**config.mk**
```make
export PLATFORM = sky130hd
export DESIGN_NAME = imgf_emit
export DESIGN_NICKNAME = d
export VERILOG_FILES = /design/src/sv/imgf_pkg.sv /design/src/sv/imgf_emit.sv
export SDC_FILE = /design/constraint.sdc
export NUM_CORES = 1
export LEC_CHECK = 0
export ABC_AREA = 1
export BUFFER_PORTS_ARGS = -buffer_cell sky130_fd_sc_hd__buf_2
export CAP_MARGIN = 5
export CORE_ASPECT_RATIO = 1.2
export CORE_UTILIZATION = 30
export CTS_BUF_LIST = sky130_fd_sc_hd__clkbuf_4
export DETAILED_ROUTE_END_ITERATION = 10
export PLACE_DENSITY = 0.57
export SLEW_MARGIN = 30
export SYNTH_ARGS = -nofsm -noshare
export SYNTH_HDL_FRONTEND = slang
export SYNTH_SLANG_ARGS = --single-unit
```
**constraint.sdc**
```tcl
create_clock -name i_clk -period 4.2 [get_ports i_clk]
set_clock_uncertainty 0.1 [all_clocks]
set_input_delay 0.84 -clock i_clk [delete_from_list [all_inputs] [get_ports i_clk]]
set_output_delay 0.84 -clock i_clk [all_outputs]
set_load 0.02 [all_outputs]
```
**src/sv/imgf_pkg.sv**
```systemverilog
// ----------------------------------------------------------------------------
// imgf_pkg
// Shared types and constants for the interval merge and gap finder: span
// record of one sorting cell, control groups and the top-level state codes.
// ----------------------------------------------------------------------------
package imgf_pkg;

    localparam int MAX_SPANS = 64;
    localparam int CNT_W     = $clog2(MAX_SPANS + 1);
    localparam int DATA_W    = 32;

    // One closed interval held by a cell; lo <= hi after load
    typedef struct packed {
        logic              vld;
        logic [DATA_W-1:0] lo;
        logic [DATA_W-1:0] hi;
    } t_span;

    // Row-wide cell control: insert a new span or shift toward the head
    typedef struct packed {
        logic insert;
        logic drain;
    } t_cell_ctl;

    // Gap emitter control
    typedef struct packed {
        logic step;
        logic finish;
        logic ovf;
    } t_emit_ctl;

    typedef enum logic [1:0] {
        ST_LOAD  = 2'b01,
        ST_DRAIN = 2'b10
    } t_state;

endpackage

```
**src/sv/imgf_emit.sv**
```systemverilog
// ----------------------------------------------------------------------------
// imgf_emit
// Merge unit and output stage. Takes the sorted spans one per step, keeps
// the running end of the current merged interval, holds the latest gap back
// until it is known whether another follows, and drives the result beat.
// ----------------------------------------------------------------------------
module imgf_emit (
    input  logic                               i_clk,
    input  logic                               i_rst_n,
    input  imgf_pkg::t_emit_ctl                i_ctl,
    input  imgf_pkg::t_span                    i_head,
    output logic                               o_adv,
    output logic                               o_valid,
    input  logic                               i_ready,
    output logic signed [imgf_pkg::DATA_W-1:0] o_gap_low,
    output logic signed [imgf_pkg::DATA_W-1:0] o_gap_high,
    output logic                               o_gap_present,
    output logic                               o_capacity_overflow,
    output logic                               o_last_gap
);

    logic                        r_have;
    logic [imgf_pkg::DATA_W-1:0] r_cur_e;
    logic                        r_pend_v;
    logic [imgf_pkg::DATA_W-1:0] r_pend_lo;
    logic [imgf_pkg::DATA_W-1:0] r_pend_hi;

    logic                        r_out_v;
    logic [imgf_pkg::DATA_W-1:0] r_out_lo;
    logic [imgf_pkg::DATA_W-1:0] r_out_hi;
    logic                        r_out_gap;
    logic                        r_out_ovf;
    logic                        r_out_last;

    logic                        w_overlap;
    logic                        w_extend;

    // Output register is free or is being taken this cycle
    assign o_adv     = !r_out_v || i_ready;
    assign w_overlap = $signed(i_head.lo) <= $signed(r_cur_e);
    assign w_extend  = $signed(i_head.hi) > $signed(r_cur_e);

    // Control: merge state, pending gap, output valid
    always_ff @(posedge i_clk) begin
        if (!i_rst_n) begin
            r_have   <= 1'b0;
            r_pend_v <= 1'b0;
            r_out_v  <= 1'b0;
        end else begin
            if (r_out_v && i_ready) begin
                r_out_v <= 1'b0;
            end
            if (i_ctl.step) begin
                r_have <= 1'b1;
                if (r_have && !w_overlap) begin
                    r_pend_v <= 1'b1;
                    if (r_pend_v) begin
                        r_out_v <= 1'b1;
                    end
                end
            end else if (i_ctl.finish) begin
                r_have   <= 1'b0;
                r_pend_v <= 1'b0;
                r_out_v  <= 1'b1;
            end
        end
    end

    // Payload: running end, pending gap, output fields
    always_ff @(posedge i_clk) begin
        if (i_ctl.step) begin
            if (!r_have) begin
                r_cur_e <= i_head.hi;
            end else if (w_overlap) begin
                if (w_extend) begin
                    r_cur_e <= i_head.hi;
                end
            end else begin
                r_cur_e   <= i_head.hi;
                r_pend_lo <= r_cur_e;
                r_pend_hi <= i_head.lo;
                // push the earlier gap out; it is not the last one
                if (r_pend_v) begin
                    r_out_lo   <= r_pend_lo;
                    r_out_hi   <= r_pend_hi;
                    r_out_gap  <= 1'b1;
                    r_out_ovf  <= i_ctl.ovf;
                    r_out_last <= 1'b0;
                end
            end
        end else if (i_ctl.finish) begin
            r_out_lo   <= r_pend_v ? r_pend_lo : '0;
            r_out_hi   <= r_pend_v ? r_pend_hi : '0;
            r_out_gap  <= r_pend_v;
            r_out_ovf  <= i_ctl.ovf;
            r_out_last <= 1'b1;
        end
    end

    assign o_valid             = r_out_v;
    assign o_gap_low           = $signed(r_out_lo);
    assign o_gap_high          = $signed(r_out_hi);
    assign o_gap_present       = r_out_gap;
    assign o_capacity_overflow = r_out_ovf;
    assign o_last_gap          = r_out_last;

endmodule

```
# == Word-level counts from Yosys, hierarchy flattened ==
# Index checks and enable logic that the tools add are counted.
# word_totals
output_inout_bits,69
reg_bits,166
input_bits,71
# classes
reduce_logical,10
muxes,39
n_bitwise,1
n_eq_ne,5
n_lt_le_gt_ge,2
# op_table
operator,n
$mux W32,15
$gt A32 B32 Y1,1
$le A32 B32 Y1,1
$mux W1,24
$ne A2 B1 Y1 const B,3
$reduce_and A2 Y1,2
$reduce_and A4 Y1,1
$ne A3 B2 Y1 const B,1
$reduce_and A3 Y1,1
$logic_and A1 B1 Y1,2
$logic_not A1 Y1,2
$ne A2 B2 Y1 const B,1
$reduce_bool A2 Y1,1
$logic_or A1 B1 Y1,1
$not A1 Y1,1

# == Depth between registers and ports, before layout ==
# Gate-level depths: netlist (run 1).
# depth
word_depth,5
depth_mapped,19
ltp_nobuf,19

# == Least setup slack after synthesis (run 1) ==
# Ideal clock, no wire load.
# synth_path
kind,in2reg
from,input port i_head[63] in the netlist's numbering
to,"register r_out_ovf, in the netlist o_capacity_overflow (enable)"
slack_ns,0.312
arrival_ns,3.361
path_stages,9
path_buffers,0
setup_time_ns,0.427
cell_sequence,ha_1 -> a21oi_1 -> o21a_1 -> nand2_1 -> a21oi_4 -> a21oi_1 -> nor2_2 -> nand3_1 -> nand2_1
# synth_via
elab_chain_cells,3
# synth_rtl
element,line,rtl
from (decl),imgf_emit.sv:11,"input imgf_pkg::t_span i_head,"
$le A32 B32 Y1,imgf_emit.sv:40,assign w_overlap = $signed(i_head.lo) <= $signed(r_cur_e);
$ne A2 B2 Y1 (no source line),--,
$reduce_and A4 Y1 (no source line),--,
to (signal assigned),imgf_emit.sv:87,r_out_ovf <= i_ctl.ovf;
to (signal assigned),imgf_emit.sv:95,r_out_ovf <= i_ctl.ovf;
to (decl),imgf_emit.sv:32,logic r_out_ovf;
# Every way passes these cells.
# A chain may end at the register's enable or synchronous reset.

# == Worst setup path after layout (run 1) ==
# layout_path
from,register r_cur_e[13] in the netlist's numbering
to,register r_out_lo (netlist bit o_gap_low[21]) (enable)
# layout_via
elab_chain_cells,3
# layout_rtl
element,line,rtl
from (decl),imgf_emit.sv:23,logic [imgf_pkg::DATA_W-1:0] r_cur_e;
from (signal assigned),imgf_emit.sv:73,r_cur_e <= i_head.hi;
from (signal assigned),imgf_emit.sv:76,r_cur_e <= i_head.hi;
from (signal assigned),imgf_emit.sv:79,r_cur_e <= i_head.hi;
$le A32 B32 Y1,imgf_emit.sv:40,
$ne A2 B2 Y1 (no source line),--,
$reduce_and A4 Y1 (no source line),--,
to (signal assigned),imgf_emit.sv:84,r_out_lo <= r_pend_lo;
to (signal assigned),imgf_emit.sv:92,r_out_lo <= r_pend_v ? r_pend_lo : '0;
to (decl),imgf_emit.sv:29,logic [imgf_pkg::DATA_W-1:0] r_out_lo;
# Every way passes these cells.

==> metrics.md, run 1 <==
| Metric | Value |
|---|---|
| Crit path cell chain | inv_1, ha_1, a21oi_1, o21ai_0, a21oi_1, nand2_1, nand2_1, a21oi_1, nor2_2, nand3_1, nand2_4, buf_4 |
| Lkg Pwr | 0.00395 uW |
| TritonRoute pass-1 iters | 4 |
| Max_cap viols | 0 |
| Final Util | 0.372 |
| Die W | 143 um |
| Req. time, crit path | 4.36 ns |
| Max-slew headroom | 0.677 |
| Placer's final routability congestion estimate | 0.734 |
| Area contributors post-synth | edfxtp_1 68%, ha_1 11%, inv_1 6.4% |
| Worst-Skew Late Latency | 0.56 ns |
| # resized after CTS | 0 |
| Post-synth cell types | 21 |
| Initial core utilization | 0.308 |
| HPWL after DPL | 10.2 mm |
| CP Class | register to register |
| Max IR drop VDD | 0.000128 V |
| Post-Route Setup TNS | 0 ns |
| Final-report hold violation count | 0 |
| Largest delay share family, worst path | simple AND/OR/NAND/NOR gates |
| Critical Path Start Type | register |
| Dpl ws | 0.651 ns |
| CP endpoint kind | register |
| CTS tree | built |
| Worst Path Buf+Inv | 2 |
| Die Y | 172 um |
| Fin. max-slew vios | 0 |
| Final worst path period share | 0.694 |
| Total GRT Usage | 0.116 |
| Warnings, synthesis | 0 |
| Yosys top cell area share | 0.681 |
| Status | finished, final reports clean |
| CTS buffer count | 17 |
| Setup bufs post-CTS | 0 |
| Hold_buf cts | 0 |
| Syn Area/Cell | 12.4 sq um |
| Min-delay worst type | register to register |
| 1st-iter DRT viols | 145 |
| Area growth from synthesis to layout | 21.0% |
| PwrDens | 393 mW/mm^2 |
| Vias in the first global route | 4032 |
| Die area | 0.0246 sq mm |
| CP Data Arrival Time | 3.07 ns |
| Via Count | 4272 |
| CTS Buffer Depth | 2 |
| Most common cell on crit path | a21oi_1 |
| FMAX | 0.343 GHz |
| # clock sinks | 166 |
| Row count | 61 |
| Peak per-stage delay on the critical path | 0.40 ns |
| Worst Tran Pin Value | 0.484 ns |
| #FFs+latches synth | 166 |
| Post-layout net count | 871 |
| Endpoints failing setup | 0 |
| Syn Nets | 715 |
| GRT Residual Overflow | 0 |
| Root Buffer | clkbuf_4 |
| Worst Hold Margin | 0.352 ns |
| Share of post-route cells with drive strength above 1 | 0.248 |
| Drt total wl | 13.5 mm |
| Largest net degree at the start of global routing | 65 |
| Crit-path max FO | 31 |
| Top cell type by total area after synthesis | edfxtp_1 |
| Initial antenna violation count | 5 |
| Tmin final | 2.91 ns |
| Vias per std cell | 4.01 |
| Routed Antenna Nets | 0 |
| RSZ-0062 raised after global routing | no |
| R2R depth | 12 |
| Critical path depth in cells | 12 |
| WL/cell | 12.6 um |
| H-tree levels | 4 |
| Syn Inst Count | 580 |
| Register area share after synthesis | 0.689 |
| Clk pin slew, worst setup/hold paths | 0.12 ns |
| Final routed DRC violation total | 0 |
| First-pass GRT wire length | 20.6 mm |
| WHS Path Cells | 0 |
| Slowest CP cell | edfxtp_1 |
| Core ar. | 0.0234 sq mm |
| I/O Pins | 140 |
| I/O Buffers | 138 |
| Final worst setup slack | 1.29 ns |
| Post-Syn Area | 0.00719 sq mm |
==> worst paths after layout <==
path | from | to | slack, ns
max | r_cur_e[13] | o_gap_low[21] | 1.29
min | r_cur_e[15] | r_pend_lo[15] | 0.35
max reg2reg | r_cur_e[13] | o_gap_low[21] | 1.29
min reg2reg | r_cur_e[15] | r_pend_lo[15] | 0.35
==> cell type report <==
class                           instances  area [sq um]
Fill cell                            2304         14700
Sequential cell                       166          4950
Multi-Input combinational cell        283          1760
Timing Repair Buffer                  144           761
Inverter                              124           465
Tap cell                              315           394
Clock inverter                         11           204
Clock buffer                           21           158
Antenna cell                            2          5.00
==> synthesized netlist by cell type (all sizes together) <==
| master | n |
|---|---|
| clkbuf | 7 |
| clkinv | 1 |
| o21ai | 9 |
| inv | 123 |
| nor4 | 1 |
| ha | 64 |
| nor2 | 87 |
| dfxtp | 3 |
| nand2 | 72 |
| nand4 | 3 |
| nor3 | 2 |
| edfxtp | 163 |
| a21oi | 33 |
| nand3 | 8 |
| o21a | 3 |
| a21o | 1 |
==> report_power, final <==
part / switching (uW) / internal [uW]
clock network: 531 / 613
logic: 228 / 126
registers: 19.5 / 1900
==> through the flow <==
stage               instance area (sq um)  cells  total power [uW]
floorplan                            7190    580              2180
global route                         8700   1065              3580
CTS                                  8690   1064              3470
finish                               8700   1066              3420
detailed placement                   8330   1032              2330
global placement                     8330   1032              2320
==> layer usage <==
| layer | track usage | share of wire | vias up |
|---|---|---|---|
| li1 | - | - | 2238 |
| met3 | 0.0376 | 0.045 | 15 |
| met5 | 0 | 0.0015 | - |
| met4 | 0.0527 | 0.016 | 4 |
| met2 | 0.201 | 0.51 | 75 |
| met1 | 0.129 | 0.42 | 1940 |
==> kinds of logic (layout without fill, tap and decap cells) <==
| family | count (synthesis) | count (layout) | share of synthesized area |
|---|---|---|---|
| flip-flops | 166 | 166 | 0.689 |
| adder cells (fa/ha/maj) | 64 | 64 | 0.111 |
| AO/OA/AOI/OAI | 46 | 46 | 0.0350 |
| other | 0 | 2 | 0 |
| AND/OR/NAND/NOR | 173 | 173 | 0.0961 |
| buffers and inverters | 131 | 300 | 0.0684 |
==> layout by cell type (no fill, tap or decap) <==
master,n
edfxtp_1,163
buf_2,138
inv_1,121
nor2_1,82
nand2_1,70
ha_1,64
a21oi_1,32
clkbuf_4,21
o21ai_0,9
nand3_1,8
bufinv_16,6
nor2_2,4
clkinv_2,4
buf_4,4
o21a_1,3
dfxtp_1,3
diode_2,2
inv_2,2
clkinv_1,2
nand4_1,2
nor3_1,2
buf_12,2
nor2_4,1
a21o_1,1
nand2_2,1
nand4_2,1
a21oi_4,1
nor4_1,1
nand2_4,1
==> worst reg2reg max path, delay by kind of cell, from the launching register on <==
family | cells | cell delay [ns]
buffers and inverters | 2 | 0.43
adders and majority gates | 1 | 0.24
and+or+nand+nor | 5 | 0.90
DFF | 1 | 0.40
AOI/OAI and AO/OA | 4 | 0.55
==> flip-flops by register name (all words and copies together) (netlist names) <==
register / flops
o_gap_high: 32
r_have: 1
r_cur_e: 32
o_gap_present: 1
r_pend_hi: 32
o_valid: 1
o_capacity_overflow: 1
o_last_gap: 1
r_pend_v: 1
r_pend_lo: 32
o_gap_low: 32
(Power assumes the default switching activity.)
==> run 2: changes to the inputs <==
- PLACE_DENSITY: 0.57 -> 0.58
- clock period: 4.2 -> 2.4 ns (I/O delays scaled with it)
==> run 2 against run 1 <==
- clock power increased by 54%
- final cell count increased by 11%
- register-to-register slack got worse by 1.4 ns
- the run now ends with setup timing left
- largest cell class unchanged
- total power increased by 78%
==> metrics.md, run 2 (synthesis gave the netlist of run 1 again) <==
| Metric | Value |
|---|---|
| Vias per std cell | 4.02 |
| Routed Antenna Nets | 0 |
| Row count | 61 |
| H-tree levels | 4 |
| Largest delay share family, worst path | buffers and inverters |
| Min-delay worst type | primary input to register |
| Tmin final | 2.52 ns |
| Placer's final routability congestion estimate | 0.741 |
| Worst-Skew Late Latency | 0.57 ns |
| Vias in the first global route | 4715 |
| I/O Buffers | 138 |
| WHS Path Cells | 1 |
| NetSw | 1570 uW |
| Max IR drop VDD | 0.000356 V |
| Status | complete, but fails checks |
| Drt total wl | 15.9 mm |
| CP Data Arrival Time | 2.77 ns |
| Post-layout net count | 989 |
| Slowest CP cell | edfxtp_1 |
| 1st-iter DRT viols | 178 |
| Fin. max-slew vios | 0 |
| Crit path cell chain | inv_2, ha_1, nand2_2, nor4_2, buf_4, nand2_2, buf_4, nor2_4, a21oi_2, nand2_1, nand3_2, nand2_2, clkinvlp_4, buf_6, buf_16 |
| Tot Pwr | 6090 uW |
| GRT Residual Overflow | 0 |
| Clock power frac | 0.288 |
| Comb power frac | 0.159 |
| Critical R2R Launch | r_cur_e[23] |
| CTS Buffer Depth | 2 |
| Fill cells | 2160 |
| Post-Route Setup TNS | -14.51 ns |
| Non-filler instance count after layout | 1185 |
| CTS tree | built |
| WL/cell | 13.4 um |
| Lkg Pwr | 0.00451 uW |
| Die Y | 172 um |
| Final worst path period share | 1.05 |
| PwrDens | 583 mW/mm^2 |
| Reg2Reg Setup Slack | -0.12 ns |
| Core ar. | 0.0234 sq mm |
| Req. time, crit path | 2.64 ns |
| Most frequent cells in the layout | 163 x edfxtp_1, 138 x buf_2, 104 x inv_1, 75 x nor2_1, 65 x dlygate4sd3_1 |
| Area growth from synthesis to layout | 45.4% |
| I/O Pins | 140 |
| HPWL after DPL | 10.8 mm |
| Die W | 143 um |
| Worst Tran Pin Value | 0.287 ns |
| First-pass GRT wire length | 24.2 mm |
| Final routed DRC violation total | 0 |
| Hold Startpoint | i_head[53] |
| Die area | 0.0246 sq mm |
| Final-report hold violation count | 0 |
| Initial antenna violation count | 2 |
| Worst Path Buf+Inv | 6 |
| Max-slew headroom | 0.808 |
| CP Class | register to register |
| Finished Cell Area | 0.0105 sq mm |
| Total GRT Usage | 0.135 |
| Root Buffer | clkbuf_4 |
| CTS buffer count | 17 |
| Failing checks | setup timing |
| Initial core utilization | 0.308 |
| Max_cap viols | 0 |
| Clk pin slew, worst setup/hold paths | 0.14 ns |
| Switching Share | 0.257 |
| CP endpoint kind | register |
| Flop pwr share | 0.553 |
| Most common cell on crit path | nand2_2 |
| Commonest non-fill, non-tap cell in the layout | edfxtp_1 |
| Final worst setup slack | -0.124 ns |
| Cell-internal power | 4530 uW |
| RSZ-0062 raised after global routing | yes |
| Peak per-stage delay on the critical path | 0.39 ns |
| Crit-path max FO | 8 |
| Placed Cells | 1063 |
| Dpl ws | -0.369 ns |
| TritonRoute pass-1 iters | 4 |
| Placed Area | 0.00898 sq mm |
| Critical Path Start Type | register |
| FMAX | 0.396 GHz |
| Largest net degree at the start of global routing | 66 |
| Terminus of the critical flop-to-flop path | r_cur_e[28] |
| Via Count | 4764 |
| Min-Delay Endpoint | r_pend_hi[21] |
| # clock sinks | 166 |
| Share of post-route cells with drive strength above 1 | 0.374 |
| R2R depth | 15 |
| Endpoints failing setup | 163 |
-- run 2: area by class of cell --
class,instances,area (sq um),share of cell area
multi-input combinational,283,2250,0.216
clock buffer,18,135,0.0129
tap,315,394,0.0377
clock inverter,14,176,0.0169
antenna,3,7.51,0.000718
inverter,124,473,0.0452
timing repair buffer,262,2060,0.197
sequential,166,4950,0.474
-- run 2: through the flow --
step	utilization	hold WS, ns
2_1_floorplan	-	0.326
3_3_place_gp	0.385	0.331
3_5_place_dp	0.385	0.334
4_1_cts	0.439	0.00574
5_1_grt	0.447	0.0182
6_report	0.448	0.0783
-- run 2: layer usage --
layer	GRT usage	part of all wire	up-vias
met5	0	0	-
met4	0.0532	0.016	0
met3	0.0351	0.039	15
met2	0.239	0.52	82
met1	0.153	0.42	2179
li1	-	-	2488
-- run 2: repair_timing --
action / in CTS / in global routing
setup buffers: 10 / 5
gates resized for setup: 41 / 28
hold endpoints to repair: 65 / 0
hold buffers: 65 / 0
gates cloned: 4 / 4
pin swaps: 9 / 13
endpoints found under the setup margin: 163 / 164
-- run 2: worst max-delay path by stage --
stage / from / end / slack (ns) / depth (start not counted)
2_1_floorplan: i_head[53] / r_pend_hi[0] / -0.45 / 10
3_3_place_gp: i_head[45] / o_gap_low[20] / -0.34 / 15
3_5_place_dp: i_head[39] / o_gap_low[20] / -0.37 / 15
4_1_cts: r_cur_e[23] / r_cur_e[7] / -0.12 / 14
5_1_grt: r_cur_e[7] / r_cur_e[28] / -0.28 / 17
6_report: r_cur_e[23] / r_cur_e[28] / -0.12 / 15
-- run 2: power groups by stage --
| stage | sequential [uW] | combinational, uW | clock (uW) |
|---|---|---|---|
| after floorplan | 3500 | 368 | 0 |
| after global placement | 3430 | 746 | 0 |
| after global routing | 3380 | 1080 | 1920 |
| final | 3370 | 968 | 1760 |
| after CTS | 3370 | 939 | 1830 |
| after detailed placement | 3430 | 768 | 0 |
