### config.mk
export PLATFORM = sky130hd
export DESIGN_NAME = imgf_cell
export DESIGN_NICKNAME = d
export VERILOG_FILES = /design/src/sv/imgf_pkg.sv /design/src/sv/imgf_cell.sv
export SDC_FILE = /design/constraint.sdc
export NUM_CORES = 1
export LEC_CHECK = 0
export BUFFER_PORTS_ARGS = -buffer_cell sky130_fd_sc_hd__buf_4
export CAP_MARGIN = 20
export CORE_AREA = 2 2 114 116
export CTS_CLUSTER_SIZE = 14
export DETAILED_ROUTE_END_ITERATION = 6
export DIE_AREA = 0 0 116 118
export PLACE_DENSITY = 0.76
export SETUP_SLACK_MARGIN = 0.15
export SLEW_MARGIN = 20
export SYNTH_ARGS = -nofsm -noshare
export SYNTH_HDL_FRONTEND = slang
export SYNTH_SLANG_ARGS = --single-unit
export TNS_END_PERCENT = 100
### constraint.sdc
create_clock -name i_clk -period 5.71 [get_ports i_clk]
set_input_delay 0.2855 -clock i_clk [delete_from_list [all_inputs] [get_ports i_clk]]
set_output_delay 0.2855 -clock i_clk [all_outputs]
set_load 0.03 [all_outputs]
### src/sv/imgf_pkg.sv
// ----------------------------------------------------------------------------
// imgf_pkg
// Shared types and constants for the interval merge and gap finder: span
// record of one sorting cell, control groups and the top-level state codes.
// ----------------------------------------------------------------------------
package imgf_pkg;

    localparam int MAX_SPANS = 64;
    localparam int CNT_W     = $clog2(MAX_SPANS + 1);
    localparam int DATA_W    = 32;

    // One closed interval held by a cell; lo <= hi after load
    typedef struct packed {
        logic              vld;
        logic [DATA_W-1:0] lo;
        logic [DATA_W-1:0] hi;
    } t_span;

    // Row-wide cell control: insert a new span or shift toward the head
    typedef struct packed {
        logic insert;
        logic drain;
    } t_cell_ctl;

    // Gap emitter control
    typedef struct packed {
        logic step;
        logic finish;
        logic ovf;
    } t_emit_ctl;

    typedef enum logic [1:0] {
        ST_LOAD  = 2'b01,
        ST_DRAIN = 2'b10
    } t_state;

endpackage

### src/sv/imgf_cell.sv
// ----------------------------------------------------------------------------
// imgf_cell
// One cell of the sorting row. Holds one span; on insert it keeps, takes
// the new span or takes its lower neighbor's span so the row stays ordered
// by start; on drain it takes its upper neighbor's span.
// ----------------------------------------------------------------------------
module imgf_cell (
    input  logic                i_clk,
    input  logic                i_rst_n,
    input  imgf_pkg::t_cell_ctl i_ctl,
    input  imgf_pkg::t_span     i_new,
    input  imgf_pkg::t_span     i_prev,
    input  imgf_pkg::t_span     i_next,
    input  logic                i_prev_lt,
    output imgf_pkg::t_span     o_span,
    output logic                o_lt
);

    imgf_pkg::t_span r_span;
    imgf_pkg::t_span n_span;

    // An empty cell sorts after every span
    assign o_lt   = !r_span.vld || ($signed(i_new.lo) < $signed(r_span.lo));
    assign o_span = r_span;

    // Select the next content of the cell
    always_comb begin
        n_span = r_span;
        if (i_ctl.insert) begin
            if (o_lt && !i_prev_lt) begin
                n_span = i_new;
            end else if (o_lt) begin
                n_span = i_prev;
            end
        end else if (i_ctl.drain) begin
            n_span = i_next;
        end
    end

    always_ff @(posedge i_clk) begin
        if (!i_rst_n) begin
            r_span.vld <= 1'b0;
        end else begin
            r_span <= n_span;
        end
    end

endmodule

; ---- Word level (Yosys, flattened, before mapping)
; Cells that the tools add are included.
[word_totals]
ff_bits = 65
latch_bits = 0
ram_bits = 0
romBits = 0
input_bits = 200
output_inout_bits = 66
elab_cells = 16
mem_count = 0
[op_classes]
add_sub_neg = 0
n_mul = 0
div_mod_pow = 0
magnitude_cmp = 1
n_eq_ne = 1
shift = 0
n_mux = 4
n_bitwise = 0
n_reduce_logical = 7
[ops]
columns = operator, count
row1 = 65-bit 2-to-1 mux, 4
row2 = 32-bit less-than comparator, 1
row3 = "3-bit by 1-bit inequality test with 1-bit output, second input constant", 1
row4 = 3-bit AND reduction, 1
row5 = 1-bit zero test, 2
row6 = 2-bit AND reduction, 1
row7 = 2-bit nonzero test, 1
row8 = 1-bit logical AND, 1
row9 = 1-bit logical OR, 1

; ---- Logic depth before layout (Yosys ltp)
; Gate-level depths: netlist of the first run.
[logic_depth]
depth_word = 5
depth_mapped = 11
mapped_depth_nobuf = 9

; ---- Worst setup path before layout of the first run
; No wires, ideal clock.
[synth_path]
path_type = register to register
startpoint = register r_span (netlist bit o_span[45])
endpoint = register r_span (netlist bit o_span[0]) (enable)
setup_ns = 0.418
arrival_ns = 3.434
required_ns = 5.292
path_slack_ns = 1.858
stages_incl_launch_ff = 10
path_buffers = 0
period_less_slack_ns = 3.852
cell_sequence = edfxtp_1 > inv_1 > ha_1 > a21o_1 > a21o_1 > a221o_1 > a22o_1 > o21a_1 > o211ai_1 > o211a_1
[synth_between]
elab_chain_cells = 5
[synth_lines]
columns = item, line_no
row1 = "start, declared", imgf_cell.sv:19  ; imgf_pkg::t_span r_span;
row2 = "start signal, assigned", imgf_cell.sv:44  ; r_span <= n_span;
row3 = 32-bit less-than comparator (*), imgf_cell.sv:23  ; assign o_lt = !r_span.vld || ($signed(i_new.lo) < $signed(r_span.lo));
row4 = 1-bit logical OR (*), imgf_cell.sv:23
row5 = 1-bit logical AND, imgf_cell.sv:30  ; if (o_lt && !i_prev_lt) begin
row6 = 3-bit by 1-bit inequality test with 1-bit output (no source line) (*), -
row7 = 3-bit AND reduction (no source line) (*), -
; Mark *: on every way between the ends. The rest lies on a longest branch, timed or not.
; A chain may end at the register's enable or synchronous reset.

==> reports/qor.yml, run 1 <==
outcome:
  status: "finished clean"
timing:
  worstMarginPinSlew_ps: 946
  fin_skew_ps: 8.40
  drv_slew: 0
  setup-tns-final_ps: 0
  fmax_ghz: 0.280
  final_hold_viol_count: 0
  max_slew_margin_pct: 36.9
  fin_crit_sh_pct: 62.6
  min_period_ps: 3570
  finalSetupViolCount: 0
  rsz0062_at_grt: "no"
floorplanning:
  row_count: 41
  core_area_mm2: 0.0124
  die-width_um: 116
  die_y_um: 118
  boundaryPins: 266
  initial_core_util_pct: 34.2
  die-area_mm2: 0.0137
clock_network:
  cts_root_buffer: "clkbuf_16"
  cts_tree: "done"
  cts.htree.levels: 3
  clk_pin_slew_ps: 60
  postCtsHoldBufs: 0
  ctsResizeCount: 0
  numCtsBuffers: 9
  clock-sinks: 65
  post_cts_buffers: 0
  insertion_delay_ps: 330
  clockBufferDepth: 2
route:
  firstDrtPassIters: 4
  ant_nets: 0
  wl_per_cell_um: 14.8
  wl_um: 12400
  dr_total_vias: 3974
  drc: 0
  drt_iter0_drc: 181
  viasPerCell: 4.75
min_path:
  holdPathEnd: "o_span[64]"
  min_path_type: "input pin to flip-flop"
  min_from: "i_rst_n"
  worstHoldPathCells: 3
critical_path:
  reg2reg_to: "o_span[21]"
  rr_startpoint: "o_span[63]"
  start_kind: "flip-flop"
  cp_max_fo: 30
  reg2reg_depth: 10
  cp_data_arrival_time_ps: 3630
  worstSetupPathType: "flip-flop to flip-flop"
  endpoint_kind: "flip-flop"
  crit_start: "o_span[63]"
  reg2reg_slack_ps: 2140
  required_ps: 5770
global_route:
  grt_pass1_wl_um: 19100
  grtUsageTotal_pct: 17.8
  antenna_found_initial: 0
  grt_max_degree: 76
  grt_overflow_total: 0
  grt_pass1_vias: 4066
finish:
  final_nets: 890
  syn_to_final_growth_pct: 54.1
  antenna_cells: 0
  largest_reg_flops: 65
  drive_gt1_share_pct: 42.6
run:
  maxCapViolCount: 0
yosys:
  ys_types: 35
  syn_area_mm2: 0.00424
  seq_area_frac_synth_pct: 45.8
  ys_ff_latch: 65
  synth_warnings: 0
  syn_inst: 402
  syn_avg_cell_area_um2: 10.5
  syn_nets: 633
power:
  p_leak_nw: 3.14
  power_density_mw_per_mm2: 234
  power.total_mw: 1.53
  peakVddDrop_v: 0.000131
placed_design:
  gp_congestion: 0.775
  dp_hpwl_um: 9670
  portBuffers: 265
-- cells in the mapped netlist --
master      n  share of area, %
a2bb2oi_1   1              0.21
nand2_1     8              0.71
mux2i_1    65                15
edfxtp_1   64                45
a2111oi_4   1              0.65
o211a_1     1              0.24
a2111oi_2   1              0.35
o21a_1      2              0.35
a21oi_1    74               8.7
and2_1      1              0.15
nand4_1     5              0.74
a221oi_1    1              0.21
nor2_1     67               5.9
o21ai_0     6              0.71
a31oi_1     1              0.15
a22oi_1     1              0.18
nand2b_1    1              0.15
a22o_1      1              0.21
and4b_1     1              0.24
ha_1       31               9.1
nand3_1     1              0.12
nor3_1      2              0.24
clkbuf_1   15               1.3
a221o_1     1              0.24
mux2_2      1              0.27
a21boi_1    1              0.18
a21o_1      2              0.35
inv_1      33               2.9
and4_1      1              0.21
dfxtp_1     1              0.47
o211ai_1    1              0.18
o311ai_1    1              0.21
and3_1      1              0.15
nor4_1      1              0.15
buf_12      7               3.3
-- power breakdown --
part	internal, mW	switching [mW]	total, mW
sequential	0.577	0.0161	0.593
clock	0.286	0.200	0.486
combinational	0.215	0.234	0.450
-- logic make-up (layout without fill, tap and decap cells) --
family,Yosys count,count (layout),share of synthesized area (%)
AOI/OAI and AO/OA,96,96,13.1
adders and majority gates,31,31,9.15
buffers and inverters,55,317,7.55
DFF,65,65,45.8
muxes,66,66,15.6
and+or+nand+nor,89,89,8.76
-- worst max-delay path, cell delays in order (launching register included) --
cell and delay, ps:
edfxtp_1 350, inv_1 50, ha_1 350, nand4_1 190
nor3_1 80, a221oi_1 410, a21boi_1 170, a2111oi_4 730
buf_4 560, mux2i_1 280, a21oi_1 80
-- final cells by class --
class,instances,area [um2]
clock inverters,6,25.0
fillers,1143,5880
repair buffers,268,2010
multi-input cells,282,1990
inverters,33,124
flip-flops and latches,65,1940
clock buffers,10,229
well taps,172,215
-- per-stage QoR --
step	hold WS [ps]	instance area [um2]	setup slack [ps]	std cells	util, %
after floorplan	424	4240	1860	402	-
after global placement	562	6280	2170	820	50.6
after detailed placement	568	6280	2100	820	50.6
after CTS	217	6530	2120	836	52.6
after global routing	234	6530	1880	836	52.6
final	232	6530	2140	836	52.6
-- metal layers --
layer  part of all wire (%)  global-route usage [%]  wire length (um)  vias to the layer above
li1                       -                       -                 -                     1980
met1                     38                    19.1              4750                     1795
met3                    7.9                    4.53               974                       22
met5                      0                       0                 0                        -
met4                    2.3                    8.33               289                        0
met2                     51                    32.2              6380                      177
-- cells in the final DEF, fill, tap and decap left out, types with 4 or more instances in the layout --
master     count
buf_4        268
a21oi_1       74
nor2_1        67
mux2i_1       65
edfxtp_1      64
inv_1         33
ha_1          31
clkbuf_16      9
nand2_1        8
o21ai_0        6
nand4_1        5
clkinv_1       4
-- how the worst max path moves through the flow --
stage                      end  slack (ps)  cells past startpoint
floorplan            o_span[0]        1860                      9
global placement    o_span[29]        2170                     10
detailed placement  o_span[21]        2100                     10
CTS                  o_span[3]        2120                     10
global route        o_span[13]        1880                     10
finish              o_span[21]        2140                     10
Note: power is estimated with default switching activity, not from simulation.
==> run 2, diff against run 1 <==
- PLACE_DENSITY: 0.76 -> 0.79
- clock period: 5.71 -> 2.98 ns (I/O delays scaled with it)
==> reports/qor.yml, run 2 (same netlist as run 1, synthesis figures left out) <==
global_route:
  grt_use_met3_pct: 4.79
  grt_pass1_wl_um: 21000
  grt_max_degree: 71
  grt_overflow_total: 0
  grtUsageTotal_pct: 19.9
  antenna_found_initial: 0
  grt_pass1_vias: 4316
  grt.busiest_layer: "met2"
  use_met1_pct: 22.7
  grt.met2_usage_pct: 35.5
floorplanning:
  die_y_um: 118
  row_count: 41
  boundaryPins: 266
  die-area_mm2: 0.0137
  die-width_um: 116
  initial_core_util_pct: 34.2
  core_area_mm2: 0.0124
critical_path:
  rr_startpoint: "o_span[45]"
  worstSetupPathType: "flip-flop to flip-flop"
  endpoint_kind: "flip-flop"
  slowest_stage: "edfxtp_1"
  start_kind: "flip-flop"
  cpMostUsedCell: "a21o_1"
  cp_top_family: "compound AO/OA/AOI/OAI gates"
  crit_path_max_incr_delay_ps: 410
  reg2reg_depth: 11
  cp_max_fo: 17
  reg2reg_to: "o_span[20]"
  cp_data_arrival_time_ps: 2960
  reg2reg_slack_ps: 60
  cp.buffers_inverters: 3
  required_ps: 3020
  cp_cell_sequence: "inv_2, ha_4, a21o_1, a21o_1, a221o_1, a22o_4, buf_4, o21a_1, o211ai_1, o211a_4, buf_12"
outcome:
  status: "finished clean"
min_path:
  min_path_type: "input pin to flip-flop"
  holdPathEnd: "o_span[64]"
  worstHoldPathCells: 3
  min_from: "i_rst_n"
clock_network:
  clockBufferDepth: 2
  clock-sinks: 65
  cts_root_buffer: "clkbuf_16"
  numCtsBuffers: 9
  insertion_delay_ps: 330
  postCtsHoldBufs: 0
  clk_pin_slew_ps: 60
  cts_tree: "done"
  cts.htree.levels: 3
power:
  p_switching_mw: 0.958
  clockPowerShare_pct: 35.9
  p_seq_share_pct: 33.2
  p_int_mw: 2.46
  p_comb_share_pct: 30.9
  p_sw_share_pct: 28.0
  power_density_mw_per_mm2: 469
  p_leak_nw: 3.44
  peakVddDrop_v: 0.000248
finish:
  most-common-layout-cells: "buf_4 (275), a21oi_1 (71), nor2_1 (67)"
  syn_to_final_growth_pct: 71.9
  multiInputGateArea_mm2: 0.00212
  drive_gt1_share_pct: 48.2
  antenna_cells: 0
  largest_reg_flops: 65
  area.sequential_mm2: 0.00194
  fillCellCount: 1037
  fin_cells: 865
  final_common_cell: "buf_4"
  final_nets: 919
timing:
  min_period_ps: 2920
  finalSetupViolCount: 0
  max_slew_margin_pct: 63.9
  worstMarginPinSlew_ps: 541
  rsz0062_at_grt: "yes"
  final_hold_viol_count: 0
  fin_crit_sh_pct: 98.0
  drv_slew: 0
  fmax_ghz: 0.343
  whs_ps: 99.8
  fin_skew_ps: 8.21
placed_design:
  portBuffers: 265
  placedCellCount: 825
  dp_hpwl_um: 10100
  gp_congestion: 0.812
run:
  maxCapViolCount: 0
route:
  viasPerCell: 4.85
  wl_per_cell_um: 16.6
  firstDrtPassIters: 4
  wl_um: 14400
  drc: 0
  dr_total_vias: 4199
  ant_nets: 0
  drt_iter0_drc: 131
==> run 2: cell types whose count changed in the layout (fill, tap and decap cells not counted), moves of 4 or more <==
| cell | before | now |
|---|---|---|
| buf_12 | 0 | 8 |
| buf_16 | 0 | 7 |
| buf_4 | 268 | 275 |
| ha_1 | 31 | 26 |
| ha_4 | 0 | 5 |
| clkinv_1 | 4 | 0 |
==> run 2: worst max path at each step <==
| stage | startpoint | end | slack [ps] | depth (start not counted) |
|---|---|---|---|---|
| 4_1_cts | o_span[45] | o_span[1] | -10 | 12 |
| 5_1_grt | o_span[43] | o_span[0] | -50 | 12 |
| 3_3_place_gp | o_span[51] | o_span[19] | -7 | 10 |
| 2_1_floorplan | o_span[45] | o_span[0] | -110 | 9 |
| 3_5_place_dp | o_span[51] | o_span[19] | -130 | 10 |
| 6_report | o_span[45] | o_span[20] | 60 | 11 |
==> run 2: per-stage QoR <==
stage | setup WS [ps] | setup TNS (ps) | cell area, um2 | power (mW) | utilization (%)
2_1_floorplan | -107 | -6820 | 4250 | 1.65 | -
3_3_place_gp | -7.12 | -7.12 | 6380 | 2.02 | 51.4
3_5_place_dp | -130 | -3560 | 6380 | 2.04 | 51.4
4_1_cts | -12.9 | -12.9 | 7030 | 3.39 | 56.6
5_1_grt | -53.9 | -2630 | 7290 | 3.56 | 58.7
6_report | 60.3 | 0 | 7290 | 3.42 | 58.7
==> run 2: worst register-to-register path: stages, from the launching register on <==
cell	delay, ps
edfxtp_1	410
inv_2	80
ha_4	190
a21o_1	150
a21o_1	140
a221o_1	300
a22o_4	280
buf_4	140
o21a_1	190
o211ai_1	190
o211a_4	350
buf_12	200
==> run 2: what timing repair did <==
| item | in CTS | in global routing |
|---|---|---|
| cloned | 6 | 6 |
| resized for setup | 13 | 19 |
| buffers inserted | 7 | 5 |
| setup endpoints to repair | 65 | 129 |
| pin swaps | 8 | 16 |
==> run 2: power by group through the flow <==
stage | registers, mW | clock network (mW) | logic [mW]
floorplan | 1.29 | 0 | 0.363
global placement | 1.15 | 0 | 0.866
detailed placement | 1.15 | 0 | 0.892
CTS | 1.13 | 1.25 | 1.00
global route | 1.14 | 1.29 | 1.13
finish | 1.13 | 1.23 | 1.06
==> run 2: layer usage <==
layer  part of all wire [%]  up-vias
li1                       -     2034
met1                     39     1937
met2                     51      204
met3                    7.6       24
met4                    2.2        0
met5                      0        -
==> run 2: cell type report <==
class	instances	share of cell area, %
Inverter	33	1.70
Clock inverter	7	1.63
Multi-Input combinational cell	282	29.1
Tap cell	172	2.95
Timing Repair Buffer	297	34.9
Clock buffer	9	3.09
Sequential cell	65	26.6
==> run 3, diff against run 2 <==
- REMOVE_ABC_BUFFERS: not set -> 1
- SKIP_CTS_REPAIR_TIMING: not set -> 1
==> reports/qor.yml, run 3 (same netlist as run 1, synthesis figures left out) <==
clock_network:
  cts.htree.levels: 3
  clock-sinks: 65
  cts_tree: "done"
  clk_pin_slew_ps: 60
  insertion_delay_ps: 320
  clockBufferDepth: 2
  numCtsBuffers: 9
  cts_root_buffer: "clkbuf_16"
power:
  p_sw_share_pct: 29.7
  p_seq_share_pct: 37.1
  power.total_mw: 3.05
  p_leak_nw: 3.28
  peakVddDrop_v: 0.000202
  p_switching_mw: 0.905
  clockPowerShare_pct: 30.9
  p_comb_share_pct: 32.0
  p_int_mw: 2.15
  power_density_mw_per_mm2: 441
timing:
  final_hold_viol_count: 0
  finalSetupViolCount: 0
  rsz0062_at_grt: "yes"
  min_period_ps: 2950
  fin_crit_sh_pct: 98.9
  max_slew_margin_pct: 58.3
  drv_slew: 0
  setup_slack_ps: 33.0
  fin_skew_ps: 6.01
  worstMarginPinSlew_ps: 625
  fmax_ghz: 0.339
outcome:
  status: "finished clean"
run:
  maxCapViolCount: 0
critical_path:
  worstSetupPathType: "flip-flop to flip-flop"
  cp_cell_sequence: "inv_2, ha_4, a21o_1, a21o_1, a221o_1, a22o_1, a2111oi_4, buf_6, clkbuf_16, mux2i_2, a21oi_1"
  slowest_stage: "edfxtp_1"
  cp_data_arrival_time_ps: 3000
  endpoint_kind: "flip-flop"
  rr_startpoint: "o_span[45]"
  reg2reg_to: "o_span[11]"
  reg2reg_slack_ps: 30
  reg2reg_depth: 11
  cpMostUsedCell: "a21o_1"
  cp_max_fo: 18
  crit_path_max_incr_delay_ps: 410
  required_ps: 3030
  cp_top_family: "compound AO/OA/AOI/OAI gates"
  start_kind: "flip-flop"
  cp.buffers_inverters: 3
route:
  wl_um: 13300
  firstDrtPassIters: 4
  drt_iter0_drc: 157
  viasPerCell: 4.81
  drc: 0
  ant_nets: 0
  dr_total_vias: 4099
  wl_per_cell_um: 15.6
finish:
  syn_to_final_growth_pct: 63.2
  final_nets: 906
  drive_gt1_share_pct: 46.3
  antenna_cells: 0
  fillCellCount: 1099
  fin_util_pct: 55.7
  final_common_cell: "buf_4"
  most-common-layout-cells: "buf_4 (268), a21oi_1 (73), nor2_1 (67)"
  fin_area_mm2: 0.00692
  largest_reg_flops: 65
floorplanning:
  die-area_mm2: 0.0137
  die_y_um: 118
  core_area_mm2: 0.0124
  boundaryPins: 266
  die-width_um: 116
  initial_core_util_pct: 34.2
  row_count: 41
min_path:
  worstHoldPathCells: 3
  holdPathEnd: "o_span[64]"
  min_from: "i_rst_n"
  min_path_type: "input pin to flip-flop"
placed_design:
  gp_congestion: 0.808
  portBuffers: 265
  placed_area_mm2: 0.00639
  post-place-ws_ps: -83.1
  dp_hpwl_um: 10000
global_route:
  grtUsageTotal_pct: 17.9
  grt_max_degree: 72
  antenna_found_initial: 0
  grt_pass1_vias: 4052
  grt_pass1_wl_um: 19400
  grt_overflow_total: 0
-- run 3: cell types whose count changed in the layout (fill, tap and decap cells not counted), moves of 3 or more --
cell	before	now
buf_4	275	268
ha_1	26	29
bufinv_16	3	0
ha_4	5	2
mux2i_2	1	6
mux2i_1	62	59
buf_16	7	0
-- run 3: final cells by class --
cell class	count	area [um2]	area share (%)
Sequential cell	65	1940	28.1
Tap cell	172	215	3.11
Timing Repair Buffer	284	2320	33.6
Clock inverter	7	37.5	0.542
Multi-Input combinational cell	282	2050	29.7
Inverter	33	124	1.79
Clock buffer	9	225	3.25
-- run 3: how the worst max path moves through the flow --
stage	cells after the start	start	to	slack, ps
CTS	11	o_span[51]	o_span[33]	-110
global route	12	o_span[43]	o_span[56]	-30
floorplan	9	o_span[45]	o_span[0]	-2530
detailed placement	11	o_span[51]	o_span[33]	-80
finish	11	o_span[45]	o_span[11]	30
global placement	10	o_span[51]	o_span[0]	30
-- run 3: power by group through the flow --
stage                     clock network [mW]  registers [mW]  logic (mW)
final                                  0.942            1.13       0.977
after global routing                    1.01            1.14        1.05
after CTS                              0.966            1.13       0.899
after detailed placement                   0            1.15       0.897
after global placement                     0            1.15       0.874
after floorplan                            0            1.29       0.318
-- run 3: worst min-delay path, stage by stage --
cell and delay [ps]:
buf_4 120, o21ai_0 60, a31oi_1 40
-- run 3: per-layer routing --
| layer | vias to the layer above | wire length, um | GRT usage (%) |
|---|---|---|---|
| met4 | 0 | 354 | 6.70 |
| met3 | 28 | 1040 | 5.72 |
| li1 | 2010 | - | - |
| met5 | - | 0 | 0 |
| met1 | 1892 | 5070 | 19.0 |
| met2 | 169 | 6840 | 32.3 |
-- run 3: stage by stage --
stage | instances | hold slack, ps | setup TNS [ps]
after floorplan | 380 | 249 | -217460
after global placement | 827 | 428 | 0
after detailed placement | 827 | 431 | -1470
after CTS | 843 | 81.5 | -2750
after global routing | 852 | 115 | -585
final | 852 | 95.4 | 0
